[config.mk]
export PLATFORM = sky130hd
export DESIGN_NAME = windowed_presence_alarm
export DESIGN_NICKNAME = d
export VERILOG_FILES = /design/src/hdl/wpa_pkg.sv /design/src/hdl/wpa_ctrl.sv /design/src/hdl/wpa_dp.sv /design/src/hdl/windowed_presence_alarm.sv
export SDC_FILE = /design/constraint.sdc
export NUM_CORES = 2
export LEC_CHECK = 0
export ABC_CLOCK_PERIOD_IN_PS = 26800
export BUFFER_PORTS_ARGS = -buffer_cell sky130_fd_sc_hd__buf_2
export CORE_MARGIN = 2
export CORE_UTILIZATION = 50
export CTS_CLUSTER_DIAMETER = 200
export CTS_CLUSTER_SIZE = 24
export DETAILED_ROUTE_END_ITERATION = 8
export PLACE_DENSITY = 0.66
export SLEW_MARGIN = 5
export SYNTH_ARGS = -nofsm -noshare
export SYNTH_HDL_FRONTEND = slang
export SYNTH_SLANG_ARGS = --single-unit
[constraint.sdc]
create_clock -name clk -period 26.8 [get_ports clk]
set_input_delay 1.34 -clock clk [delete_from_list [all_inputs] [get_ports clk]]
set_output_delay 1.34 -clock clk [all_outputs]
set_load 0.03 [all_outputs]
[src/hdl/wpa_pkg.sv]
// wpa_pkg: shared types and constants for the windowed presence alarm
// used by wpa_ctrl, wpa_dp and windowed_presence_alarm; depends on nothing

package wpa_pkg;

	// widths fixed by the item format
	localparam int TS_W      = 32;
	localparam int CFG_W     = 32;
	localparam int CFG_IDX_W = 2;

	// default depth of the closed span ring
	localparam int MAX_SPANS_DEF = 16;

	// configuration register indexes
	localparam logic [CFG_IDX_W-1:0] REG_THRESHOLD = 2'd0;
	localparam logic [CFG_IDX_W-1:0] REG_WINDOW    = 2'd1;
	localparam logic [CFG_IDX_W-1:0] REG_COOLDOWN  = 2'd2;

	// configuration reset values
	localparam logic [CFG_W-1:0] THRESHOLD_RST = 32'd60;
	localparam logic [CFG_W-1:0] WINDOW_RST    = 32'd300;
	localparam logic [CFG_W-1:0] COOLDOWN_RST  = 32'd10;

	// one closed span as held in the ring
	typedef struct packed {
		logic [TS_W-1:0] hi;
		logic [TS_W-1:0] lo;
	} span_t;

	// controller to datapath commands
	typedef struct packed {
		logic capture;   // take the input item
		logic pre;       // streak, open span, push and quiet bookkeeping
		logic rd;        // issue one ring read of the window walk
		logic open;      // add open span, clip it, commit kept count
		logic latch;     // compare total against threshold
		logic done;      // clear check and load the result register
	} wpa_cmd_t;

	// datapath to controller status
	typedef struct packed {
		logic rd_left;   // ring entries still to be read
		logic pipe_busy; // walk pipeline still holds entries
		logic out_free;  // result register can take a new result
	} wpa_sts_t;

endpackage

[src/hdl/wpa_ctrl.sv]
// wpa_ctrl: sequencing state machine for one sample
// depends on wpa_pkg for the command and status structs

module wpa_ctrl (
	input  logic              clk,
	input  logic              arst_n,
	input  logic              in_valid,
	input  wpa_pkg::wpa_sts_t sts,
	output logic              in_ready,
	output wpa_pkg::wpa_cmd_t cmd
);
	import wpa_pkg::*;

	typedef enum logic [2:0] {
		ST_IDLE,
		ST_PRE,
		ST_SCAN,
		ST_OPEN,
		ST_LATCH,
		ST_DONE
	} state_t;

	state_t state_q;

	// command decode
	always_comb begin
		cmd         = '0;
		in_ready    = (state_q == ST_IDLE);
		cmd.capture = (state_q == ST_IDLE) && in_valid;
		cmd.pre     = (state_q == ST_PRE);
		cmd.rd      = (state_q == ST_SCAN) && sts.rd_left;
		cmd.open    = (state_q == ST_OPEN);
		cmd.latch   = (state_q == ST_LATCH);
		cmd.done    = (state_q == ST_DONE) && sts.out_free;
	end

	// state register
	always_ff @(posedge clk or negedge arst_n) begin
		if (!arst_n) begin
			state_q <= ST_IDLE;
		end else begin
			unique case (state_q)
				ST_IDLE: begin
					if (in_valid) state_q <= ST_PRE;
				end
				ST_PRE: begin
					state_q <= ST_SCAN;
				end
				ST_SCAN: begin
					if (!sts.rd_left && !sts.pipe_busy) state_q <= ST_OPEN;
				end
				ST_OPEN: begin
					state_q <= ST_LATCH;
				end
				ST_LATCH: begin
					state_q <= ST_DONE;
				end
				ST_DONE: begin
					if (sts.out_free) state_q <= ST_IDLE;
				end
				default: begin
					state_q <= ST_IDLE;
				end
			endcase
		end
	end

endmodule

[src/hdl/wpa_dp.sv]
// wpa_dp: datapath with config registers, span ring memory, window walk,
// alarm latch and result register; depends on wpa_pkg

module wpa_dp #(
	parameter int MAX_SPANS = wpa_pkg::MAX_SPANS_DEF
) (
	input  logic                          clk,
	input  logic                          arst_n,
	input  wpa_pkg::wpa_cmd_t             cmd,
	output wpa_pkg::wpa_sts_t             sts,
	input  logic [wpa_pkg::TS_W-1:0]      timestamp,
	input  logic                          visible,
	input  logic                          cfg_we,
	input  logic [wpa_pkg::CFG_IDX_W-1:0] cfg_index,
	input  logic [wpa_pkg::CFG_W-1:0]     cfg_data,
	output logic                          out_valid,
	input  logic                          out_ready,
	output logic [wpa_pkg::TS_W-1:0]      windowed_total,
	output logic                          latched,
	output logic                          active
);
	import wpa_pkg::*;

	localparam int IDX_W = (MAX_SPANS > 1) ? $clog2(MAX_SPANS) : 1;
	localparam int CNT_W = $clog2(MAX_SPANS + 1);
	localparam int PW    = CNT_W + 1;
	localparam int SW    = TS_W + 2;     // signed time differences
	localparam int DW    = TS_W + 1;     // one span contribution
	localparam int ACC_W = SW + CNT_W;   // sum of all contributions

	// configuration registers
	logic [CFG_W-1:0] thr_q, win_q, cool_q;

	always_ff @(posedge clk or negedge arst_n) begin
		if (!arst_n) begin
			thr_q  <= THRESHOLD_RST;
			win_q  <= WINDOW_RST;
			cool_q <= COOLDOWN_RST;
		end else if (cfg_we) begin
			unique case (cfg_index)
				REG_THRESHOLD: thr_q  <= cfg_data;
				REG_WINDOW:    win_q  <= cfg_data;
				REG_COOLDOWN:  cool_q <= cfg_data;
				default: ;
			endcase
		end
	end

	// captured sample
	logic [TS_W-1:0] ts_q;
	logic            vis_q;

	always_ff @(posedge clk) begin
		if (cmd.capture) begin
			ts_q  <= timestamp;
			vis_q <= visible;
		end
	end

	// tracker state
	logic [CNT_W-1:0] cnt_q;
	logic [IDX_W-1:0] head_q;
	logic             open_q;
	logic [TS_W-1:0]  ob_q;
	logic [TS_W-1:0]  quiet_q;
	logic             latch_q;
	logic [TS_W-1:0]  streak_q;
	logic             sus_q;

	// walk state
	logic [CNT_W-1:0] rd_cnt_q;
	logic [CNT_W-1:0] kept_q;
	logic [IDX_W-1:0] rd_ptr_q;
	logic [IDX_W-1:0] wr_ptr_q;
	logic [ACC_W-1:0] acc_q;

	// ring memory
	span_t mem_q [MAX_SPANS];
	span_t rd_data_s1;
	logic  rd_vld_s1;

	// window cutoff, signed
	logic signed [SW-1:0] now_s, cutoff;
	logic                 win_on;

	assign now_s  = $signed({2'b00, ts_q});
	assign cutoff = now_s - $signed({2'b00, win_q});
	assign win_on = (win_q != '0);

	// bookkeeping for the new sample
	logic [TS_W-1:0]  streak_nx;
	logic             sus_nx;
	logic             push_en;
	logic             open_nx;
	logic [TS_W-1:0]  ob_nx;
	logic [TS_W-1:0]  quiet_pre;
	logic             ring_full;
	logic [PW-1:0]    psum, pidx;
	logic [IDX_W-1:0] push_idx, head_nx;
	logic [CNT_W-1:0] cnt_nx;

	always_comb begin
		streak_nx = vis_q ? ((streak_q == '0) ? ts_q : streak_q) : '0;
		sus_nx    = vis_q && (streak_nx != '0) && (ts_q > streak_nx);
		push_en   = 1'b0;
		open_nx   = open_q;
		ob_nx     = ob_q;
		quiet_pre = quiet_q;
		if (open_q && !vis_q) begin
			push_en = (ts_q > ob_q);
			open_nx = 1'b0;
			ob_nx   = '0;
		end else if (!open_q && vis_q) begin
			open_nx = 1'b1;
			ob_nx   = ts_q;
			if (sus_nx) quiet_pre = '0;
		end else if (open_q && vis_q && sus_nx) begin
			quiet_pre = '0;
		end
		if (!vis_q && latch_q && quiet_pre == '0) quiet_pre = ts_q;
	end

	// push slot: overwrite oldest when full, else append after the last
	always_comb begin
		ring_full = (cnt_q == CNT_W'(MAX_SPANS));
		psum      = PW'(head_q) + PW'(cnt_q);
		pidx      = (psum >= PW'(MAX_SPANS)) ? (psum - PW'(MAX_SPANS)) : psum;
		head_nx   = head_q;
		cnt_nx    = cnt_q;
		if (ring_full) begin
			push_idx = head_q;
			if (push_en) begin
				head_nx = (head_q == IDX_W'(MAX_SPANS - 1)) ? '0 : head_q + 1'b1;
			end
		end else begin
			push_idx = pidx[IDX_W-1:0];
			if (push_en) cnt_nx = cnt_q + 1'b1;
		end
	end

	// per entry clip and contribution, from the read stage
	logic signed [SW-1:0] e_lo, e_hi, e_a, e_diff;
	logic                 e_keep;
	logic [DW-1:0]        e_contrib;

	always_comb begin
		e_lo      = $signed({2'b00, rd_data_s1.lo});
		e_hi      = $signed({2'b00, rd_data_s1.hi});
		e_a       = (e_lo > cutoff) ? e_lo : cutoff;
		e_diff    = e_hi - e_a;
		e_contrib = (e_hi > e_a) ? e_diff[DW-1:0] : '0;
		e_keep    = win_on && (e_hi > cutoff);
	end

	// second walk stage
	logic          vld_s2, keep_s2;
	logic [DW-1:0] contrib_s2;
	span_t         span_s2;

	always_ff @(posedge clk or negedge arst_n) begin
		if (!arst_n) begin
			vld_s2    <= 1'b0;
			rd_vld_s1 <= 1'b0;
		end else begin
			vld_s2    <= rd_vld_s1;
			rd_vld_s1 <= cmd.rd;
		end
	end

	always_ff @(posedge clk) begin
		keep_s2    <= e_keep;
		contrib_s2 <= e_contrib;
		span_s2.hi <= rd_data_s1.hi;
		span_s2.lo <= e_a[TS_W-1:0];
	end

	// memory write port: push or compaction, never both
	logic             mem_we;
	logic [IDX_W-1:0] mem_wa;
	span_t            mem_wd;

	always_comb begin
		mem_we = 1'b0;
		mem_wa = wr_ptr_q;
		mem_wd = span_s2;
		if (cmd.pre) begin
			mem_we    = push_en;
			mem_wa    = push_idx;
			mem_wd.lo = ob_q;
			mem_wd.hi = ts_q;
		end else if (vld_s2 && keep_s2) begin
			mem_we = 1'b1;
		end
	end

	always_ff @(posedge clk) begin
		if (mem_we) mem_q[mem_wa] <= mem_wd;
	end

	always_ff @(posedge clk) begin
		if (cmd.rd) rd_data_s1 <= mem_q[rd_ptr_q];
	end

	// open span contribution
	logic signed [SW-1:0] ob_s, o_a, o_diff;
	logic [DW-1:0]        o_contrib;

	always_comb begin
		ob_s      = $signed({2'b00, ob_q});
		o_a       = (ob_s > cutoff) ? ob_s : cutoff;
		o_diff    = now_s - o_a;
		o_contrib = (open_q && now_s > o_a) ? o_diff[DW-1:0] : '0;
	end

	// cooldown compare
	logic signed [SW-1:0] q_diff;
	logic                 q_ge, q_clear, latch_out, act_out, above;
	logic [TS_W-1:0]      total_sat;

	always_comb begin
		q_diff    = now_s - $signed({2'b00, quiet_q});
		q_ge      = (q_diff >= $signed({2'b00, cool_q}));
		q_clear   = latch_q && !vis_q && (quiet_q != '0) && q_ge;
		latch_out = latch_q && !q_clear;
		act_out   = latch_out && ((quiet_q == '0) || !q_ge);
		above     = (acc_q > {{(ACC_W-CFG_W){1'b0}}, thr_q});
		total_sat = (|acc_q[ACC_W-1:TS_W]) ? '1 : acc_q[TS_W-1:0];
	end

	// tracker and walk registers
	always_ff @(posedge clk or negedge arst_n) begin
		if (!arst_n) begin
			cnt_q    <= '0;
			head_q   <= '0;
			open_q   <= 1'b0;
			ob_q     <= '0;
			quiet_q  <= '0;
			latch_q  <= 1'b0;
			streak_q <= '0;
			sus_q    <= 1'b0;
			rd_cnt_q <= '0;
			kept_q   <= '0;
			rd_ptr_q <= '0;
			wr_ptr_q <= '0;
			acc_q    <= '0;
		end else begin
			if (cmd.pre) begin
				streak_q <= streak_nx;
				sus_q    <= sus_nx;
				open_q   <= open_nx;
				ob_q     <= ob_nx;
				quiet_q  <= quiet_pre;
				head_q   <= head_nx;
				cnt_q    <= cnt_nx;
				rd_cnt_q <= '0;
				kept_q   <= '0;
				rd_ptr_q <= head_nx;
				wr_ptr_q <= head_nx;
				acc_q    <= '0;
			end
			if (cmd.rd) begin
				rd_cnt_q <= rd_cnt_q + 1'b1;
				rd_ptr_q <= (rd_ptr_q == IDX_W'(MAX_SPANS - 1)) ? '0 : rd_ptr_q + 1'b1;
			end
			if (vld_s2) begin
				acc_q <= acc_q + {{(ACC_W-DW){1'b0}}, contrib_s2};
				if (keep_s2) begin
					kept_q   <= kept_q + 1'b1;
					wr_ptr_q <= (wr_ptr_q == IDX_W'(MAX_SPANS - 1)) ? '0 : wr_ptr_q + 1'b1;
				end
			end
			if (cmd.open) begin
				acc_q <= acc_q + {{(ACC_W-DW){1'b0}}, o_contrib};
				if (win_on) begin
					cnt_q <= kept_q;
					if (open_q && ob_s < cutoff) ob_q <= cutoff[TS_W-1:0];
				end
			end
			if (cmd.latch && above) begin
				latch_q <= 1'b1;
				if (sus_q) quiet_q <= '0;
				else if (!vis_q && quiet_q == '0) quiet_q <= ts_q;
			end
			if (cmd.done && q_clear) begin
				latch_q <= 1'b0;
				quiet_q <= '0;
			end
		end
	end

	// result register
	logic            out_valid_q;
	logic [TS_W-1:0] total_q;
	logic            latched_q, active_q;

	always_ff @(posedge clk or negedge arst_n) begin
		if (!arst_n) begin
			out_valid_q <= 1'b0;
		end else if (cmd.done) begin
			out_valid_q <= 1'b1;
		end else if (out_ready) begin
			out_valid_q <= 1'b0;
		end
	end

	always_ff @(posedge clk) begin
		if (cmd.done) begin
			total_q   <= total_sat;
			latched_q <= latch_out;
			active_q  <= act_out;
		end
	end

	assign out_valid      = out_valid_q;
	assign windowed_total = total_q;
	assign latched        = latched_q;
	assign active         = active_q;

	// status to controller
	assign sts.rd_left   = (rd_cnt_q != cnt_q);
	assign sts.pipe_busy = rd_vld_s1 | vld_s2;
	assign sts.out_free  = !out_valid_q || out_ready;

endmodule

[src/hdl/windowed_presence_alarm.sv]
// windowed_presence_alarm: top level, controller plus datapath
// depends on wpa_pkg, wpa_ctrl and wpa_dp
//
//   channel  | handshake            | payload
//   ---------+----------------------+--------------------------------------
//   in       | in_valid / in_ready  | timestamp, visible
//   out      | out_valid / out_ready| windowed_total, latched, active
//   cfg      | cfg_we               | cfg_index, cfg_data
//
// one sample passes from its transfer through the bookkeeping step, the walk
// over the n closed spans held (at most MAX_SPANS), the open span step and the
// threshold compare to the load of its result; the walk reads the span memory,
// which has one write port and one read port, one entry per cycle.
// a result waits in its own register, so the next sample transfers while it
// is held; a sample that finishes before that result leaves stalls there.
// reset needs no clearing pass: the span memory is read only below its count.

module windowed_presence_alarm #(
	parameter int MAX_SPANS = wpa_pkg::MAX_SPANS_DEF
) (
	input  logic                          clk,
	input  logic                          arst_n,
	input  logic                          in_valid,
	output logic                          in_ready,
	input  logic [wpa_pkg::TS_W-1:0]      timestamp,
	input  logic                          visible,
	output logic                          out_valid,
	input  logic                          out_ready,
	output logic [wpa_pkg::TS_W-1:0]      windowed_total,
	output logic                          latched,
	output logic                          active,
	input  logic                          cfg_we,
	input  logic [wpa_pkg::CFG_IDX_W-1:0] cfg_index,
	input  logic [wpa_pkg::CFG_W-1:0]     cfg_data
);
	import wpa_pkg::*;

	wpa_cmd_t cmd;
	wpa_sts_t sts;

	// sequencer
	wpa_ctrl u_ctrl (
		.clk      (clk),
		.arst_n   (arst_n),
		.in_valid (in_valid),
		.sts      (sts),
		.in_ready (in_ready),
		.cmd      (cmd)
	);

	// datapath
	wpa_dp #(
		.MAX_SPANS (MAX_SPANS)
	) u_dp (
		.clk            (clk),
		.arst_n         (arst_n),
		.cmd            (cmd),
		.sts            (sts),
		.timestamp      (timestamp),
		.visible        (visible),
		.cfg_we         (cfg_we),
		.cfg_index      (cfg_index),
		.cfg_data       (cfg_data),
		.out_valid      (out_valid),
		.out_ready      (out_ready),
		.windowed_total (windowed_total),
		.latched        (latched),
		.active         (active)
	);

endmodule

## Word level (Yosys, flattened, before mapping)

Memories as Yosys holds them, arrays and structs flattened. A register that Yosys moved wholly into a read port is not among the register bits.
Index checks and enable logic that the tools add are counted.

- Register bits: 432
- Bits in latches: 0
- Memory bits (writable): 1,024
- Bits in read-only memories: 0
- Logic and storage cells: 185
- Memories: 1

- Add/subtract/negate cells: 14
- $mul: 0
- Div/mod/pow operators: 0
- $lt $le $gt $ge: 11
- Equality and inequality tests: 15
- Shifts and indexed selects: 0
- Mux-type cells: 63
- Bitwise logic cells: 1
- Reduce and logical (&&, ||, !) cells: 51

Memories:

| name | depth | width | read ports | clocked after memory_dff | write ports | line | source |
|---|---|---|---|---|---|---|---|
| u_dp.mem_q | 16 | 64 | 1 | 1 | 1 | wpa_dp.sv:78 | `span_t mem_q [MAX_SPANS];` |

Operators with widths:

| kind | number |
|---|---|
| 32-bit two-way mux | 18 |
| 33-bit by 34-bit greater-than comparator with 1-bit output | 5 |
| 39-bit two-way mux | 3 |
| 32-bit zero test | 3 |
| 32-bit nonzero test | 3 |
| 39-bit by 33-bit adder with 39-bit output | 2 |
| 34-bit two-way mux | 2 |
| 32-bit by 32-bit subtractor with 33-bit output | 2 |
| 33-bit subtractor | 2 |
| 32-bit greater-than comparator | 2 |
| 64-bit two-way mux | 1 |
| 4-bit two-way mux | 13 |
| 5-bit two-way mux | 10 |
| 39-bit by 32-bit greater-than comparator with 1-bit output | 1 |
| 34-bit by 33-bit greater-or-equal comparator with 1-bit output | 1 |
| 33-bit by 34-bit less-than comparator with 1-bit output | 1 |
| 33-bit two-way mux | 1 |
| 1-bit logical AND | 23 |
| 3-bit one-hot mux with 6 select lines | 1 |
| 5-bit by 1-bit adder with 5-bit output, second input constant | 3 |
| 4-bit by 1-bit adder with 4-bit output, second input constant | 3 |
| 4-bit == test, second input constant | 3 |
| 1-bit two-way mux | 11 |
| 3-bit two-way mux | 3 |
| 22 further kinds | 38 |

## Longest topological paths before layout

- Word-level depth: 18
- Gate-level depth with buffers: 53
- Gate-level depth less buffers: 51

## Hierarchy

From an unflattened synthesis, not the netlist that was laid out.

- Cells, all modules: 5,682
- Area, all modules: 74,656.6 um^2

Modules (own cells, without submodules):

| module | times used | cells each | area an instance (um^2) |
|---|---|---|---|
| wpa_dp | 1 | 5,658 | 74,453.9 |
| wpa_ctrl | 1 | 24 | 202.7 |

## Worst setup path before layout

No wires, ideal clock.

- Path type: reg2reg
- Start point: register u_dp.ts_q[1]
- End point: register u_dp.acc_q[18]
- Setup time: 126 ps
- Arrival time: 10,538 ps
- Data required time: 26,674 ps
- Setup slack: 16,136 ps
- Stages on the path, launching flop included: 51
- Path buffers: 4
- Period minus slack after synthesis: 10,664 ps
- Cells stage by stage: edfxtp_1 ha_1 nor2b_1 o31a_1 o41a_1 a21o_1 a221oi_2 o221ai_1 a21o_1 a21oi_1 xnor2_1 inv_1 ha_1 a21o_1 a21o_1 a21oi_1 nor2b_1 o21ai_0 [15 not listed] a21oi_1 o21ai_0 a21oi_1 a21o_1 buf_2 nor2_1 ha_1 fa_1 a211oi_1 o21ai_0 a211o_1 a31o_2 a21oi_1 o21bai_1 a21oi_1 o21a_1 xnor2_1 a221o_1

- Word-level cells in the longest chain between the ends: 8
- Elaborated cells between the ends (all ways): 9
- Those cells by class: 3 x add/sub; 2 x order compare; 3 x mux; 1 x reduce/logical

RTL lines:

| element | line | source |
|---|---|---|
| from (decl) | wpa_dp.sv:50 | `logic [TS_W-1:0] ts_q;` |
| from (signal assigned) | wpa_dp.sv:55 | `ts_q <= timestamp;` |
| 32-bit by 32-bit subtractor with 33-bit output | wpa_dp.sv:87 | `assign cutoff = now_s - $signed({2'b00, win_q});` |
| 33-bit by 34-bit greater-than comparator with 1-bit output | wpa_dp.sv:210 | `o_a = (ob_s > cutoff) ? ob_s : cutoff;` |
| 34-bit two-way mux | wpa_dp.sv:210 |  |
| 33-bit by 34-bit greater-than comparator with 1-bit output | wpa_dp.sv:212 | `o_contrib = (open_q && now_s > o_a) ? o_diff[DW-1:0] : '0;` |
| 1-bit logical AND | wpa_dp.sv:212 |  |
| 33-bit two-way mux * | wpa_dp.sv:212 |  |
| 39-bit by 33-bit adder with 39-bit output * | wpa_dp.sv:273 | `acc_q <= acc_q + {{(ACC_W-DW){1'b0}}, o_contrib};` |
| 39-bit two-way mux * | wpa_dp.sv:272 | `if (cmd.open) begin` |
| to (signal assigned) | wpa_dp.sv:266 | `acc_q <= acc_q + {{(ACC_W-DW){1'b0}}, contrib_s2};` |
| to (signal assigned) | wpa_dp.sv:273 |  |
| to (decl) | wpa_dp.sv:75 | `logic [ACC_W-1:0] acc_q;` |

Mark *: on every way between the ends. The rest lies on a longest branch, timed or not.
A chain may end at the register's enable or synchronous reset.

## Worst setup path in the final report

Ends and elaborated chain as after synthesis.

==> impl_metrics.json <==
{
  "setup_ws_ns": 13.75,
  "ys_types": 90,
  "cts-root-buf": "clkbuf_16",
  "dr.pass1.iters": 5,
  "cp-start-kind": "flip-flop",
  "cpPeakStageDelay_ns": 0.80,
  "clock-sinks": 1520,
  "die_area_sq_um": 149500,
  "grt.busiest_layer": "met2",
  "wl_per_cell_microns": 27.92,
  "status": "completed",
  "port_buffers": 107,
  "synth-edff-count": 1155,
  "synth-seq-cells": 1520,
  "htree_levels": 3,
  "intPower_uw": 5779,
  "gr-total-overflow": 0,
  "max-vdd-ir-drop_mv": 0.07647,
  "post-route-period-util_pct": 48.68,
  "setup-tns-final_ns": 0,
  "crit_required_ns": 27.39,
  "core_area_sq_um": 145600,
  "yosysTopAreaCell": "edfxtp_1",
  "cts-hold-fix-buffers": 0,
  "holdWs_ns": 0.3828,
  "drive_gt1_share_pct": 15.29,
  "numCtsBuffers": 73,
  "worst_pin_slew_ns": 1.289,
  "detail_route.wirelength_mm": 206.1,
  "p_switching_uw": 4324,
  "die_w_microns": 386.6,
  "areaGrowthSynthToFinish_pct": 7.723,
  "fin_nets": 5906,
  "timing_max_transition_violations_final": 0,
  "critPathMaxFanout": 32,
  "worst-setup-path-type": "flip-flop to flip-flop",
  "syn_inst": 5269,
  "seq_power_share_pct": 35.5,
  "antenna_left": 0,
  "pwr-share-comb_pct": 51.7,
  "placed_cells": 7242,
  "seq_area_frac_synth_pct": 59.21,
  "drc": 0,
  "grt_use_met2_pct": 43.91,
  "final_cell_area_sq_um": 78850,
  "hold_viol_final": 0,
  "grt_first_pass_wirelength_mm": 301.1,
  "layout.cells.non_filler": 7381,
  "grt_usage_pct": 27.30,
  "slowest_stage": "edfxtp_1",
  "maxCapViolations": 0,
  "p_sw_share_pct": 42.80,
  "drt_iter0_markers": 4630,
  "routabilityCongestion": 0.9852,
  "min_period_ns": 13.05,
  "grt_start_max_net_pins": 126,
  "clock_latency_ns": 0.74,
  "viasPerCell": 6.231,
  "cp.arrival_ns": 13.64,
  "ys.flop_type": "edfxtp_1",
  "rsz0062_at_grt": "no",
  "skew_ns": 0.06575,
  "num_vias": 45990,
  "p_leak_uw": 0.02934,
  "yosysTopAreaCellShare_pct": 47.39,
  "slew_headroom_pct": 13.86,
  "pre_cts_slack_ns": 13.95,
  "dp_hpwl_mm": 140.1,
  "cts_tree": "yes",
  "path_clk_slew_ns": 0.11,
  "clkPwrFrac_pct": 12.8,
  "syn_area_per_cell_sq_um": 13.89,
  "postCtsSetupBuffers": 0,
  "grt_use_met1_pct": 38.89,
  "syn_area_sq_um": 73190,
  "antenna_found_initial": 2,
  "cp-end-kind": "flip-flop",
  "clockBufferDepth": 3,
  "min_path_type": "flip-flop to flip-flop",
  "fmax_mhz": 76.65,
  "synth_nets": 5775,
  "cellPowerDensity_nw_per_um2": 128.1,
  "synth_area_leaders": "edfxtp_1 (47%), mux4_2 (9.8%), dfrtp_1 (8.8%)",
  "yosysMostFrequentCell": "edfxtp_1",
  "use_met3_pct": 3.183,
  "io_pins": 108,
  "yosys_warnings": 0,
  "ys_top_cells_by_count": "edfxtp_1 (1155), ha_1 (427), nand2_1 (354)",
  "async_flop_share_pct": 17.57,
  "die_h_microns": 386.6,
  "place_area_sq_um": 76630,
  "cts.repair.resized": 0,
  "rows": 140,
  "critPathMostFrequentCell": "a21oi_1",
  "setup_viol": 0,
  "initial_core_util_pct": 50.28,
  "grt_pass1_vias": 44450
}
cells in the final DEF, fill, tap and decap left out, types with 53 or more instances in the layout:
| cell | synthesis | layout |
|---|---|---|
| nor2_1 | 282 | 263 |
| clkbuf_16 | 0 | 75 |
| nand4_1 | 64 | 64 |
| buf_4 | 2 | 134 |
| o21ai_0 | 317 | 313 |
| o21a_1 | 53 | 53 |
| inv_1 | 268 | 268 |
| a21o_1 | 143 | 143 |
| mux4_2 | 320 | 320 |
| mux2i_1 | 54 | 54 |
| clkbuf_1 | 148 | 54 |
| edfxtp_1 | 1155 | 1155 |
| ha_1 | 427 | 427 |
| dfxtp_1 | 98 | 98 |
| mux2_2 | 73 | 73 |
| buf_2 | 10 | 106 |
| nand2_1 | 354 | 354 |
| nand3_1 | 59 | 59 |
| xnor2_1 | 113 | 113 |
| a21oi_1 | 261 | 261 |
| dfrtp_1 | 257 | 253 |
| xor2_1 | 66 | 66 |
area by class of cell:
cell class	count	area, sq um
fillers	11840	66720
well taps	1917	2399
diodes	4	10.01
repair buffers	243	1592
clock buffers	129	2079
inverters	279	1049
multi-input cells	3283	28230
clock inverters	6	131.4
flip-flops and latches	1520	43350
power by group through the flow:
stage	logic, uW	clock network, uW	registers, uW
floorplan	3610	0	3470
global placement	5090	0	3630
detailed placement	5130	0	3630
CTS	5160	1320	3580
global route	5680	1390	3610
finish	5220	1300	3590
sequential cells by signal, indices dropped and copies added, names as in the netlist, 32 cells and up:
register             count
u_dp.cool_q             32
u_dp.e_lo               32
u_dp.quiet_q            32
u_dp.contrib_s2         33
u_dp.acc_q              39
u_dp.windowed_total     32
u_dp.e_hi               32
u_dp.ob_q               32
u_dp.mem_q            1024
u_dp.span_s2            64
u_dp.thr_q              32
u_dp.ts_q               32
u_dp.streak_q           32
u_dp.win_q              32
metal layers:
layer	part of all wire (%)	routed length [microns]
met1	43	88520
met2	47	96910
met3	6.3	13060
met4	3.7	7586
met5	0.0063	13
metrics by stage:
stage	util, %	total power (uW)
2_1_floorplan	-	7074
6_report	54.17	10100
3_3_place_gp	52.64	8713
5_1_grt	54.16	10690
3_5_place_dp	52.64	8766
4_1_cts	54.16	10060
cells by family after synthesis:
group | Yosys count | share of synthesized area [%]
adder cells (fa/ha/maj) | 436 | 7.518
XOR/XNOR | 179 | 2.142
AO/OA/AOI/OAI | 1098 | 9.528
AND/OR/NAND/NOR | 1112 | 7.224
multiplexers | 458 | 11.93
flip-flops | 1520 | 59.21
buffers and inverters | 466 | 2.448
worst max-delay path: cells and delay by family, from the launching register on:
kind / cells / cell delay (ns)
compound gates: 32 / 8.10
fa+ha+maj: 6 / 2.08
buf+inv: 3 / 0.90
flops: 1 / 0.80
simple gates: 4 / 0.46
xor+xnor: 2 / 0.30
mux: 1 / 0.24
path summary, 6_finish.rpt:
path / start / endpoint / slack [ns] / cells after the start
max reg2reg: u_dp.ts_q[1]$_DFFE_PP_ / u_dp.acc_q[18]$_DFFE_PN0P_ / 13.75 / 48
min reg2reg: u_dp.rd_vld_s1$_DFF_PN0_ / u_dp.vld_s2$_DFF_PN0_ / 0.38 / 0
min in group asynchronous: arst_n / u_dp.rd_cnt_q[2]$_DFFE_PN0P_ / 0.62 / 1
min: u_dp.rd_vld_s1$_DFF_PN0_ / u_dp.vld_s2$_DFF_PN0_ / 0.38 / 0
max in group asynchronous: arst_n / u_dp.streak_q[24]$_DFFE_PN0P_ / 24.57 / 2
max: u_dp.ts_q[1]$_DFFE_PP_ / u_dp.acc_q[18]$_DFFE_PN0P_ / 13.75 / 48
(Power assumes the default switching activity.)
